$ cat src/rtl/core/gclk_pkg.sv
`timescale 1ns / 1ps
`default_nettype none

package gclk_pkg;

  localparam int unsigned MAX_BASE_MINUTES_DEF      = 180;
  localparam int unsigned MAX_INCREMENT_SECONDS_DEF = 60;

  localparam int unsigned BASE_MINUTES_W = 8;
  localparam int unsigned INCREMENT_W    = 6;
  localparam int unsigned CFG_DATA_W     = 8;
  localparam int unsigned CFG_INDEX_W    = 1;
  localparam int unsigned TIME_W         = 32;
  localparam int unsigned COUNT_W        = 16;

  // 180 min * 60000 needs 24 bits; the product stays well inside this width
  localparam int unsigned START_MS_W = BASE_MINUTES_W + 17;
  localparam int unsigned INC_MS_W   = INCREMENT_W + 10;

  localparam int unsigned SECONDS_PER_MINUTE = 60;
  localparam int unsigned MS_PER_SECOND      = 1000;
  localparam int unsigned MS_PER_MINUTE      = SECONDS_PER_MINUTE * MS_PER_SECOND;

  localparam logic SIDE_WHITE = 1'b0;
  localparam logic SIDE_BLACK = 1'b1;

  typedef enum logic [1:0] {
    OP_NEW_GAME = 2'd0,
    OP_PRESS    = 2'd1,
    OP_PAUSE    = 2'd2,
    OP_TICK     = 2'd3
  } opcode_t;

  typedef enum logic [1:0] {
    MODE_IDLE     = 2'd0,
    MODE_RUNNING  = 2'd1,
    MODE_PAUSED   = 2'd2,
    MODE_FINISHED = 2'd3
  } mode_t;

  typedef enum logic [CFG_INDEX_W-1:0] {
    REG_BASE_MINUTES      = 1'd0,
    REG_INCREMENT_SECONDS = 1'd1
  } cfg_reg_t;

  typedef struct packed {
    mode_t               run_state;
    logic                side_to_move;
    logic                flagged_side;
    logic [TIME_W-1:0]   white_ms;
    logic [TIME_W-1:0]   black_ms;
    logic [COUNT_W-1:0]  white_moves;
    logic [COUNT_W-1:0]  black_moves;
    logic                flag_fell;
  } result_t;

endpackage

`default_nettype wire

$ cat src/rtl/core/gclk_if.sv
`timescale 1ns / 1ps
`default_nettype none

interface gclk_in_if;
  import gclk_pkg::*;

  logic              valid;
  logic              ready;
  opcode_t           opcode;
  logic              side;
  logic [TIME_W-1:0] now_ms;

  modport source (output valid, opcode, side, now_ms, input ready);
  modport sink   (input valid, opcode, side, now_ms, output ready);
endinterface

interface gclk_out_if;
  import gclk_pkg::*;

  logic               valid;
  logic               ready;
  mode_t              run_state;
  logic               side_to_move;
  logic               flagged_side;
  logic [TIME_W-1:0]  white_ms;
  logic [TIME_W-1:0]  black_ms;
  logic [COUNT_W-1:0] white_moves;
  logic [COUNT_W-1:0] black_moves;
  logic               flag_fell;

  modport source (
    output valid, run_state, side_to_move, flagged_side, white_ms, black_ms,
           white_moves, black_moves, flag_fell,
    input  ready
  );
  modport sink (
    input  valid, run_state, side_to_move, flagged_side, white_ms, black_ms,
           white_moves, black_moves, flag_fell,
    output ready
  );
endinterface

`default_nettype wire

$ cat src/rtl/core/two_player_game_clock.sv
`timescale 1ns / 1ps
`default_nettype none

// Two-player game clock with Fischer increment. Every event on in_ch (new game,
// press, pause toggle, millisecond tick) produces exactly one status item on
// out_ch. Clock state registers update at the transfer edge; the status goes
// into the output register, or the skid register while out_ch stalls, so a
// new event can be taken every cycle while the skid register is empty. The
// two-deep output stage (output plus skid register) lets one more event in
// while one is stalled; in_ch.ready drops only while two status items wait.
// Config writes take effect at the write edge and saturate at the limits
// (increment on low cfg_data bits); base_minutes 0 is unlimited (count-up).

module two_player_game_clock #(
  parameter int unsigned MAX_BASE_MINUTES      = gclk_pkg::MAX_BASE_MINUTES_DEF,
  parameter int unsigned MAX_INCREMENT_SECONDS = gclk_pkg::MAX_INCREMENT_SECONDS_DEF
) (
  input  wire logic                            clk,
  input  wire logic                            rst,
  input  wire logic                            cfg_write,
  input  wire logic [gclk_pkg::CFG_INDEX_W-1:0] cfg_index,
  input  wire logic [gclk_pkg::CFG_DATA_W-1:0]  cfg_data,
  gclk_in_if.sink                              in_ch,
  gclk_out_if.source                           out_ch
);
  import gclk_pkg::*;

  // configuration
  logic [BASE_MINUTES_W-1:0] base_minutes;
  logic [INCREMENT_W-1:0]    increment_seconds;

  // clock state
  mode_t              mode;
  logic               mover;
  logic               loser;
  logic [TIME_W-1:0]  white_time;
  logic [TIME_W-1:0]  black_time;
  logic [COUNT_W-1:0] white_count;
  logic [COUNT_W-1:0] black_count;
  logic [TIME_W-1:0]  last_sample;

  mode_t              mode_next;
  logic               mover_next;
  logic               loser_next;
  logic [TIME_W-1:0]  white_time_next;
  logic [TIME_W-1:0]  black_time_next;
  logic [COUNT_W-1:0] white_count_next;
  logic [COUNT_W-1:0] black_count_next;
  logic [TIME_W-1:0]  last_sample_next;
  logic               fell;

  // output stage
  result_t out_data;
  logic    out_valid;
  result_t skid_data;
  logic    skid_valid;
  result_t result;

  logic in_fire;
  logic out_fire;

  logic                    unlimited;
  logic [START_MS_W-1:0]   start_ms;
  logic [INC_MS_W-1:0]     inc_ms;
  logic [TIME_W-1:0]       inc_add;
  logic [TIME_W-1:0]       elapsed;
  logic [TIME_W-1:0]       mover_time;
  logic [TIME_W-1:0]       tick_time;
  logic                    expired;

  logic [BASE_MINUTES_W-1:0] base_sat;
  logic [INCREMENT_W-1:0]    inc_sat;

  assign in_ch.ready = !skid_valid;
  assign in_fire     = in_ch.valid && !skid_valid;
  assign out_fire    = out_valid && out_ch.ready;

  // saturating configuration values
  always_comb begin
    if (32'(cfg_data) > 32'(MAX_BASE_MINUTES)) begin
      base_sat = BASE_MINUTES_W'(MAX_BASE_MINUTES);
    end else begin
      base_sat = cfg_data[BASE_MINUTES_W-1:0];
    end
    if (32'(cfg_data[INCREMENT_W-1:0]) > 32'(MAX_INCREMENT_SECONDS)) begin
      inc_sat = INCREMENT_W'(MAX_INCREMENT_SECONDS);
    end else begin
      inc_sat = cfg_data[INCREMENT_W-1:0];
    end
  end

  assign unlimited  = (base_minutes == '0);
  assign start_ms   = START_MS_W'(base_minutes) * START_MS_W'(MS_PER_MINUTE);
  assign inc_ms     = INC_MS_W'(increment_seconds) * INC_MS_W'(MS_PER_SECOND);
  assign inc_add    = unlimited ? '0 : TIME_W'(inc_ms);
  assign elapsed    = in_ch.now_ms - last_sample;
  assign mover_time = (mover == SIDE_BLACK) ? black_time : white_time;
  assign expired    = !unlimited && (elapsed >= mover_time);

  always_comb begin
    if (unlimited) begin
      tick_time = mover_time + elapsed;
    end else if (expired) begin
      tick_time = '0;
    end else begin
      tick_time = mover_time - elapsed;
    end
  end

  always_comb begin
    mode_next        = mode;
    mover_next       = mover;
    loser_next       = loser;
    white_time_next  = white_time;
    black_time_next  = black_time;
    white_count_next = white_count;
    black_count_next = black_count;
    last_sample_next = last_sample;
    fell             = 1'b0;

    unique case (in_ch.opcode)
      OP_NEW_GAME: begin
        white_time_next  = unlimited ? '0 : TIME_W'(start_ms);
        black_time_next  = unlimited ? '0 : TIME_W'(start_ms);
        white_count_next = '0;
        black_count_next = '0;
        mode_next        = MODE_IDLE;
        mover_next       = SIDE_WHITE;
        loser_next       = SIDE_WHITE;
        last_sample_next = in_ch.now_ms;
      end
      OP_PRESS: begin
        priority if (mode == MODE_IDLE) begin
          // either button starts the game, white always moves first
          mover_next       = SIDE_WHITE;
          mode_next        = MODE_RUNNING;
          last_sample_next = in_ch.now_ms;
        end else if (mode == MODE_RUNNING && in_ch.side == mover) begin
          if (in_ch.side == SIDE_BLACK) begin
            black_count_next = black_count + 1'b1;
            black_time_next  = black_time + inc_add;
          end else begin
            white_count_next = white_count + 1'b1;
            white_time_next  = white_time + inc_add;
          end
          mover_next = !in_ch.side;
        end else begin
          // wrong side, paused or finished: no change
        end
      end
      OP_PAUSE: begin
        priority if (mode == MODE_RUNNING) begin
          mode_next = MODE_PAUSED;
        end else if (mode == MODE_PAUSED || mode == MODE_IDLE) begin
          mode_next        = MODE_RUNNING;
          last_sample_next = in_ch.now_ms;
        end else begin
          // finished: no change
        end
      end
      OP_TICK: begin
        last_sample_next = in_ch.now_ms;
        if (mode == MODE_RUNNING) begin
          if (mover == SIDE_BLACK) begin
            black_time_next = tick_time;
          end else begin
            white_time_next = tick_time;
          end
          if (expired) begin
            loser_next = mover;
            mode_next  = MODE_FINISHED;
            fell       = 1'b1;
          end
        end
      end
      default: begin
      end
    endcase
  end

  always_comb begin
    result.run_state    = mode_next;
    result.side_to_move = mover_next;
    result.flagged_side = loser_next;
    result.white_ms     = white_time_next;
    result.black_ms     = black_time_next;
    result.white_moves  = white_count_next;
    result.black_moves  = black_count_next;
    result.flag_fell    = fell;
  end

  always_ff @(posedge clk) begin
    if (rst) begin
      base_minutes      <= '0;
      increment_seconds <= '0;
      mode              <= MODE_IDLE;
      mover             <= SIDE_WHITE;
      loser             <= SIDE_WHITE;
      white_time        <= '0;
      black_time        <= '0;
      white_count       <= '0;
      black_count       <= '0;
      last_sample       <= '0;
      out_valid         <= 1'b0;
      skid_valid        <= 1'b0;
    end else begin
      if (cfg_write) begin
        unique case (cfg_index)
          REG_BASE_MINUTES:      base_minutes      <= base_sat;
          REG_INCREMENT_SECONDS: increment_seconds <= inc_sat;
          default: begin
          end
        endcase
      end

      if (in_fire) begin
        mode        <= mode_next;
        mover       <= mover_next;
        loser       <= loser_next;
        white_time  <= white_time_next;
        black_time  <= black_time_next;
        white_count <= white_count_next;
        black_count <= black_count_next;
        last_sample <= last_sample_next;
      end

      // skid is empty whenever an event is taken
      priority if (in_fire && (!out_valid || out_fire)) begin
        out_valid <= 1'b1;
      end else if (in_fire) begin
        skid_valid <= 1'b1;
      end else if (out_fire && skid_valid) begin
        skid_valid <= 1'b0;
      end else if (out_fire) begin
        out_valid <= 1'b0;
      end else begin
      end
    end
  end

  always_ff @(posedge clk) begin
    if (in_fire && (!out_valid || out_fire)) begin
      out_data <= result;
    end else if (out_fire && skid_valid) begin
      out_data <= skid_data;
    end
    if (in_fire && out_valid && !out_fire) begin
      skid_data <= result;
    end
  end

  assign out_ch.valid        = out_valid;
  assign out_ch.run_state    = out_data.run_state;
  assign out_ch.side_to_move = out_data.side_to_move;
  assign out_ch.flagged_side = out_data.flagged_side;
  assign out_ch.white_ms     = out_data.white_ms;
  assign out_ch.black_ms     = out_data.black_ms;
  assign out_ch.white_moves  = out_data.white_moves;
  assign out_ch.black_moves  = out_data.black_moves;
  assign out_ch.flag_fell    = out_data.flag_fell;

  // a status item never sits in the skid register behind an empty output
  a_skid_behind_out: assert property (@(posedge clk) disable iff (rst)
    skid_valid |-> out_valid)
    else $error("skid register holds a status item while output is empty");

  // an event taken against a stalled output must land in the skid register
  a_stall_to_skid: assert property (@(posedge clk) disable iff (rst)
    (in_fire && out_valid && !out_ch.ready) |=> skid_valid)
    else $error("event taken during output stall was not held");

  // a fallen flag always comes with a finished game
  a_flag_finished: assert property (@(posedge clk) disable iff (rst)
    (out_valid && out_data.flag_fell) |-> (out_data.run_state == MODE_FINISHED))
    else $error("flag fell without the game finishing");

  // configuration stays within its limits
  a_cfg_limits: assert property (@(posedge clk) disable iff (rst)
    cfg_write |=> (32'(base_minutes) <= 32'(MAX_BASE_MINUTES)
                   && 32'(increment_seconds) <= 32'(MAX_INCREMENT_SECONDS)))
    else $error("configuration register above its limit");

endmodule

`default_nettype wire
$ cat src/flat_wrapper.sv
// flat-port wrapper written by rule: the top's interface ports become plain ports
module two_player_game_clock_flat import gclk_pkg::*;
#(
  parameter int unsigned MAX_BASE_MINUTES      = gclk_pkg::MAX_BASE_MINUTES_DEF,
  parameter int unsigned MAX_INCREMENT_SECONDS = gclk_pkg::MAX_INCREMENT_SECONDS_DEF
)
  (clk, rst, cfg_write, cfg_index, cfg_data, in_ch_valid, in_ch_opcode, in_ch_side, in_ch_now_ms, in_ch_ready, out_ch_valid, out_ch_run_state, out_ch_side_to_move, out_ch_flagged_side, out_ch_white_ms, out_ch_black_ms, out_ch_white_moves, out_ch_black_moves, out_ch_flag_fell, out_ch_ready);
  gclk_in_if in_ch_i ();
  gclk_out_if out_ch_i ();
  input  wire logic clk;
  input  wire logic rst;
  input  wire logic cfg_write;
  input  wire logic [gclk_pkg::CFG_INDEX_W-1:0] cfg_index;
  input  wire logic [gclk_pkg::CFG_DATA_W-1:0] cfg_data;
  input wire logic [$bits(in_ch_i.valid)-1:0] in_ch_valid;
  input wire logic [$bits(in_ch_i.opcode)-1:0] in_ch_opcode;
  input wire logic [$bits(in_ch_i.side)-1:0] in_ch_side;
  input wire logic [$bits(in_ch_i.now_ms)-1:0] in_ch_now_ms;
  output wire logic [$bits(in_ch_i.ready)-1:0] in_ch_ready;
  output wire logic [$bits(out_ch_i.valid)-1:0] out_ch_valid;
  output wire logic [$bits(out_ch_i.run_state)-1:0] out_ch_run_state;
  output wire logic [$bits(out_ch_i.side_to_move)-1:0] out_ch_side_to_move;
  output wire logic [$bits(out_ch_i.flagged_side)-1:0] out_ch_flagged_side;
  output wire logic [$bits(out_ch_i.white_ms)-1:0] out_ch_white_ms;
  output wire logic [$bits(out_ch_i.black_ms)-1:0] out_ch_black_ms;
  output wire logic [$bits(out_ch_i.white_moves)-1:0] out_ch_white_moves;
  output wire logic [$bits(out_ch_i.black_moves)-1:0] out_ch_black_moves;
  output wire logic [$bits(out_ch_i.flag_fell)-1:0] out_ch_flag_fell;
  input wire logic [$bits(out_ch_i.ready)-1:0] out_ch_ready;
  assign in_ch_i.valid = in_ch_valid;
  assign in_ch_i.opcode = in_ch_opcode;
  assign in_ch_i.side = in_ch_side;
  assign in_ch_i.now_ms = in_ch_now_ms;
  assign in_ch_ready = in_ch_i.ready;
  assign out_ch_valid = out_ch_i.valid;
  assign out_ch_run_state = out_ch_i.run_state;
  assign out_ch_side_to_move = out_ch_i.side_to_move;
  assign out_ch_flagged_side = out_ch_i.flagged_side;
  assign out_ch_white_ms = out_ch_i.white_ms;
  assign out_ch_black_ms = out_ch_i.black_ms;
  assign out_ch_white_moves = out_ch_i.white_moves;
  assign out_ch_black_moves = out_ch_i.black_moves;
  assign out_ch_flag_fell = out_ch_i.flag_fell;
  assign out_ch_i.ready = out_ch_ready;
  two_player_game_clock #(.MAX_BASE_MINUTES(MAX_BASE_MINUTES), .MAX_INCREMENT_SECONDS(MAX_INCREMENT_SECONDS)) u_core (.clk(clk), .rst(rst), .cfg_write(cfg_write), .cfg_index(cfg_index), .cfg_data(cfg_data), .in_ch(in_ch_i), .out_ch(out_ch_i));
endmodule
$ cat config.mk
export PLATFORM = sky130hd
export DESIGN_NAME = two_player_game_clock_flat
export DESIGN_NICKNAME = d
export VERILOG_FILES = /design/src/rtl/core/gclk_pkg.sv /design/src/rtl/core/gclk_if.sv /design/src/rtl/core/two_player_game_clock.sv /design/src/flat_wrapper.sv
export SDC_FILE = /design/constraint.sdc
export NUM_CORES = 1
export LEC_CHECK = 0
export CORE_MARGIN = 2
export CORE_UTILIZATION = 50
export DETAILED_ROUTE_END_ITERATION = 10
export DONT_BUFFER_PORTS = 1
export MAX_ROUTING_LAYER = met4
export SLEW_MARGIN = 30
export SYNTH_ARGS = -nofsm -noshare
export SYNTH_HDL_FRONTEND = slang
export SYNTH_SLANG_ARGS = --single-unit
$ cat constraint.sdc
create_clock -name clk -period 8.1 [get_ports clk]
set_input_delay 1.215 -clock clk [delete_from_list [all_inputs] [get_ports clk]]
set_output_delay 1.215 -clock clk [all_outputs]
set_load 0.02 [all_outputs]
* After elaboration in Yosys (flattened, before gate mapping)
Index checks and enable logic that the tools add are counted.
Cells by class: add/sub/neg operators 7, reduce and logical (&&, ||, !) cells 27, order comparisons 3, multiply operators 2, mux-type cells 54, bitwise gates (word level) 2, eq/ne operators 11
Operator list (number):
- 32-bit 2-to-1 mux | 16
- 32-bit case mux with 3 select lines | 3
- 101-bit 2-to-1 mux | 2
- 16-bit 2-to-1 mux | 7
- 32-bit adder | 3
- 16-bit case mux with 2 select lines | 2
- 32-bit subtractor | 2
- 16-bit by 1-bit adder with 16-bit output, second input constant | 2
- 32-bit greater-or-equal comparator | 1
- 24-bit 2-to-1 mux | 1
- 8-bit by 11-bit multiplier with 19-bit output, second input constant | 1
- 6-bit by 7-bit multiplier with 13-bit output, second input constant | 1
- 1-bit 2-to-1 mux | 13
- 2-bit 2-to-1 mux | 5
- 8-bit greater-than comparator, second input constant | 1
- 1-bit logical AND | 8
- 8-bit logical NOT | 1
- 8-bit 2-to-1 mux | 1
- 2-bit case mux with 4 select lines | 1
- 2-bit == test, second input constant | 3
- 6-bit greater-than comparator, second input constant | 1
- 6-bit 2-to-1 mux | 1
- 2-bit by 1-bit inequality test with 1-bit output, second input constant | 3
- 2-bit AND reduction | 3
- 12 further kinds | 24
Word-level totals: register bits after elaboration 350

* Depth between registers and ports, before layout
word-level depth 9, mapped depth 29, depth with buffers taken out 27

* Least setup slack after synthesis
No wires, ideal clock.
path kind input -> register, from input in_ch_now_ms[0], to register u_core.out_data (netlist bit u_core.out_ch.black_ms[20]), data pin, buffers on the path 2, data required time 7834 ps, stages 26, setup slack 932 ps, arrival 6903 ps, path through inv_1 > ha_1 > inv_1 > fa_1 > a211oi_1 > o211ai_1 > a41oi_1 > a21oi_1 > a221o_1 > or4b_1 > a31oi_1 > nor2b_1 > o21ai_0 > nor2b_1 > xnor2_1 > ha_1 > clkbuf_1 > nor3_1 > nand4_1 > o41ai_4 > nor3_2 > buf_2 > a2111oi_0 > o31ai_1 > a21oi_1 > o31ai_1
Between the ends: longest elaborated chain between the ends 9
Ends and longest elaborated chain:
- from (decl) | line flat_wrapper.sv:18 | input wire logic [$bits(in_ch_i.now_ms)-1:0] in_ch_now_ms;
- 32-bit subtractor (*) | line two_player_game_clock.sv:96 | assign elapsed = in_ch.now_ms - last_sample;
- 32-bit greater-or-equal comparator | line two_player_game_clock.sv:98 | assign expired = !unlimited && (elapsed >= mover_time);
- 1-bit logical AND | line two_player_game_clock.sv:98
- 32-bit 2-to-1 mux | line two_player_game_clock.sv:103 | end else if (expired) begin
- 32-bit 2-to-1 mux (*) | line two_player_game_clock.sv:101 | if (unlimited) begin
- 32-bit 2-to-1 mux (*) | line two_player_game_clock.sv:164 | if (mover == SIDE_BLACK) begin
- 32-bit 2-to-1 mux (*) | line two_player_game_clock.sv:163 | if (mode == MODE_RUNNING) begin
- 32-bit case mux with 3 select lines (*) | line two_player_game_clock.sv:121 | unique case (in_ch.opcode)
- 101-bit 2-to-1 mux (*) | line two_player_game_clock.sv:242 | if (in_fire && (!out_valid || out_fire)) begin
- to (signal assigned) | line two_player_game_clock.sv:243 | out_data <= result;
- to (signal assigned) | line two_player_game_clock.sv:245 | out_data <= skid_data;
- to (decl) | line two_player_game_clock.sv:53 | result_t out_data;
Mark *: on every way between the ends. The rest lies on a longest branch, timed or not. A chain may end at the register's enable or synchronous reset.

* Worst setup path in the final report
from input in_ch_now_ms[0], to register u_core.out_data (netlist bit u_core.out_ch.white_ms[21]), data pin
Same word-level chain as after synthesis.

==> flow_metrics.env <==
export IMPL_ys_seq_area_share_pct=34.9
export IMPL_syn_instance_count=3052
export IMPL_min_from="u_core.last_sample[4]$_SDFFE_PP0P_"
export IMPL_hold_buffers=0
export IMPL_antenna_found_initial=1
export IMPL_netlist_area_um2=25800
export IMPL_grt_pass1_wl_um=128000
export IMPL_syn_num_nets=3343
export IMPL_final_max_slew_viol_count=0
export IMPL_synth_async_reset_ratio_pct=0
export IMPL_cp_start_kind="input pin"
export IMPL_finalPower_mw=5.61
export IMPL_grt_pass1_vias=21200
export IMPL_cpMaxStageDelayCell="o41ai_4"
export IMPL_wl_per_cell_um=22.7
export IMPL_num_vias=22900
export IMPL_tightest_slew_ns=1.03
export IMPL_die_w_um=231
export IMPL_setup_viol_count_final=0
export IMPL_cts_root_buffer="clkbuf_16"
export IMPL_wl_um=84100
export IMPL_crit_family="compound AO/OA/AOI/OAI gates"
export IMPL_r2r_setup_slack_ns=1.07
export IMPL_clock_skew_ns=0.0229
export IMPL_cp_slowest_stage_delay_ns=0.51
export IMPL_setup_tns_final_ns=0
export IMPL_final_setup_worst_slack_ns=0.738
export IMPL_fin_crit_ns=7.36
export IMPL_drt_iter0_markers=2305
export IMPL_final_common_cell="nand2_1"
export IMPL_pre_cts_slack_ns=0.204
export IMPL_clk_latency_ns=0.59
export IMPL_yosysWarnings=0
export IMPL_grt_usage_pct=31.7
export IMPL_hold_ws_ns=0.452
export IMPL_p_clk_share_pct=33.7
export IMPL_syn_avg_cell_area_um2=8.47
export IMPL_cp_end_kind="register"
export IMPL_hpwl_um=61400
export IMPL_crit_start="in_ch_now_ms[0]"
export IMPL_numCtsBuffers=42
export IMPL_intPower_mw=3.63
export IMPL_crit_required_ns=8.41
export IMPL_reg2reg_from="u_core.last_sample[0]$_SDFFE_PP0P_"
export IMPL_rsz0062_at_grt="false"
export IMPL_synth_cell_type_count=96
export IMPL_port_buffers=0
export IMPL_syn_to_final_growth_pct=7.88
export IMPL_cp_arrival_ns=7.67
export IMPL_grt_max_degree=131
export IMPL_routabilityCongestion=0.989
export IMPL_core_area_um2=51200
export IMPL_finalHoldViolCount=0
export IMPL_power_density_nw_per_um2=201
export IMPL_ant_nets=0
export IMPL_dr_pass1_iters=8
export IMPL_dieHeight_um=231
export IMPL_min_period_over_period_pct=90.9
export IMPL_cts_tree="done"
export IMPL_p_leak_nw=11.4
export IMPL_p_comb_share_pct=27.8
export IMPL_final_cell_mix="379 x nand2_1, 262 x a21oi_1, 260 x nor2_1"
export IMPL_cts_setup_buffers=0
export IMPL_cap_violations=0
export IMPL_synth_ff_type="edfxtp_1"
export IMPL_clk_pin_slew_worst_paths_ns=0.06
export IMPL_relSlewSlack_pct=31.1
export IMPL_ioPinCount=152
export IMPL_drive_gt1_share_pct=7.36
export IMPL_switchingPower_mw=1.98
export IMPL_crit_type="input pin to register"
export IMPL_critPathMaxFanout=26
export IMPL_swShare_pct=35.3
export IMPL_ys_ff_latch=350
export IMPL_max_freq_ghz=0.136
export IMPL_routed_via_density=6.19
export IMPL_cp_num_buf_inv=4
export IMPL_cpMostUsedCell="o21ai_0"
export IMPL_h_tree_depth=2
export IMPL_status="complete, no violations"
export IMPL_hold_path_class="register to register"
export IMPL_clock_sinks=350
export IMPL_start_util_pct=50.5
export IMPL_grt_overflow=0
export IMPL_dieArea_um2=53500
export IMPL_drc_errors=0
export IMPL_fp_row_count=83
export IMPL_fillers=4751
export IMPL_clockBufferDepth=3
export IMPL_nNetsFinal=3275
export IMPL_seq_power_share_pct=38.4
export IMPL_ir_drop_mv=0.166
export IMPL_postCtsResizedCells=0
export IMPL_synth_edf_count=202
[worst reg2reg max path: cells and delay by family (launching register included)]
family / cells / cell delay [ns]
compound gates: 13 / 3.71
fa+ha+maj: 3 / 1.00
simple gates: 5 / 0.95
buf+inv: 3 / 0.60
flops: 1 / 0.33
xor+xnor: 1 / 0.17
[metrics by stage]
stage	instance area [um2]	utilization (%)	instances
after global routing	27900	54.5	3699
final	27900	54.5	3699
after CTS	27900	54.4	3697
after detailed placement	26500	51.8	3620
after global placement	26500	51.7	3619
after floorplan	25800	-	3052
[metal layers]
metal | part of all wire [%] | GRT usage, % | vias to the layer above
met1 | 46 | 45.6 | 11000
met5 | 0 | - | -
met3 | 8.7 | 5.77 | 141
li1 | - | - | 10800
met2 | 42 | 45.1 | 917
met4 | 3.0 | 9.80 | 0
[cell families after synthesis]
family,count (synthesis),share of synthesized area [%]
AOI/OAI and AO/OA,916,23.2
xor gates and xnor gates,84,2.85
adders and majority gates,245,13.0
buffers and inverters,412,6.08
DFF,350,34.9
muxes,72,3.05
and+or+nand+nor,973,16.9
[synth_stat cells (11+ instances only)]
master	instances	area, um2
nor4_1	17	106
and2_1	21	131
buf_1	16	60.1
or3_1	11	68.8
o21a_1	31	233
nor2_1	266	998
a221oi_1	27	236
xor2_1	33	289
o21bai_1	26	195
mux2i_1	17	170
nand2b_1	29	181
clkbuf_1	130	488
inv_1	254	953
a31oi_1	28	175
nand3_1	84	420
ha_1	202	2530
a21o_1	44	330
dfxtp_1	148	2960
mux2_2	55	619
a22oi_1	18	135
o41ai_1	15	131
a211oi_1	45	338
xnor2_1	51	447
nand4_1	20	125
edfxtp_1	202	6070
o21ai_1	17	85.1
a21oi_1	263	1320
o211ai_1	27	203
nor3_1	68	340
nand2_1	382	1430
o21ai_0	192	961
and3_1	17	106
o22ai_1	12	75.1
o31ai_1	35	263
fa_1	40	801
nor2b_1	17	106
[sequential cells by signal, indices dropped and copies added, names as in the netlist, 2 cells and up]
name                       cells
u_core.black_count            16
u_core.skid_data             101
u_core.white_count            16
u_core.mode                    2
u_core.out_ch.run_state        2
u_core.last_sample            32
u_core.black_time             32
u_core.out_ch.white_moves     16
u_core.out_ch.black_moves     16
u_core.out_ch.black_ms        32
u_core.out_ch.white_ms        32
u_core.white_time             32
u_core.base_minutes            8
u_core.increment_seconds       6
[power groups by stage]
stage / clock, mW / sequential (mW) / combinational, mW
after global placement: 0 / 2.19 / 1.50
after detailed placement: 0 / 2.19 / 1.53
final: 1.89 / 2.16 / 1.56
after floorplan: 0 / 2.16 / 1.11
after global routing: 1.98 / 2.17 / 1.72
after CTS: 1.92 / 2.16 / 1.53
[final cells by class]
| type | count | area, um2 | share of cell area [%] |
|---|---|---|---|
| clock inverters | 16 | 183 | 0.655 |
| well taps | 680 | 851 | 3.05 |
| multi-input cells | 2290 | 15300 | 55.0 |
| inverters | 256 | 961 | 3.45 |
| flip-flops and latches | 350 | 9030 | 32.4 |
| repair buffers | 44 | 358 | 1.28 |
| diodes | 2 | 5.00 | 0.0179 |
| clock buffers | 61 | 1170 | 4.21 |
[worst paths after layout]
check | endpoint | depth (start not counted)
setup reg to reg | u_core.out_ch.white_ms[21]$_DFFE_PP_ | 25
setup / recovery | u_core.out_ch.white_ms[21]$_DFFE_PP_ | 26
hold reg to reg | u_core.last_sample[4]$_SDFFE_PP0P_ | 2
hold / removal | u_core.last_sample[4]$_SDFFE_PP0P_ | 2
Power figures use the tool's default switching activity.
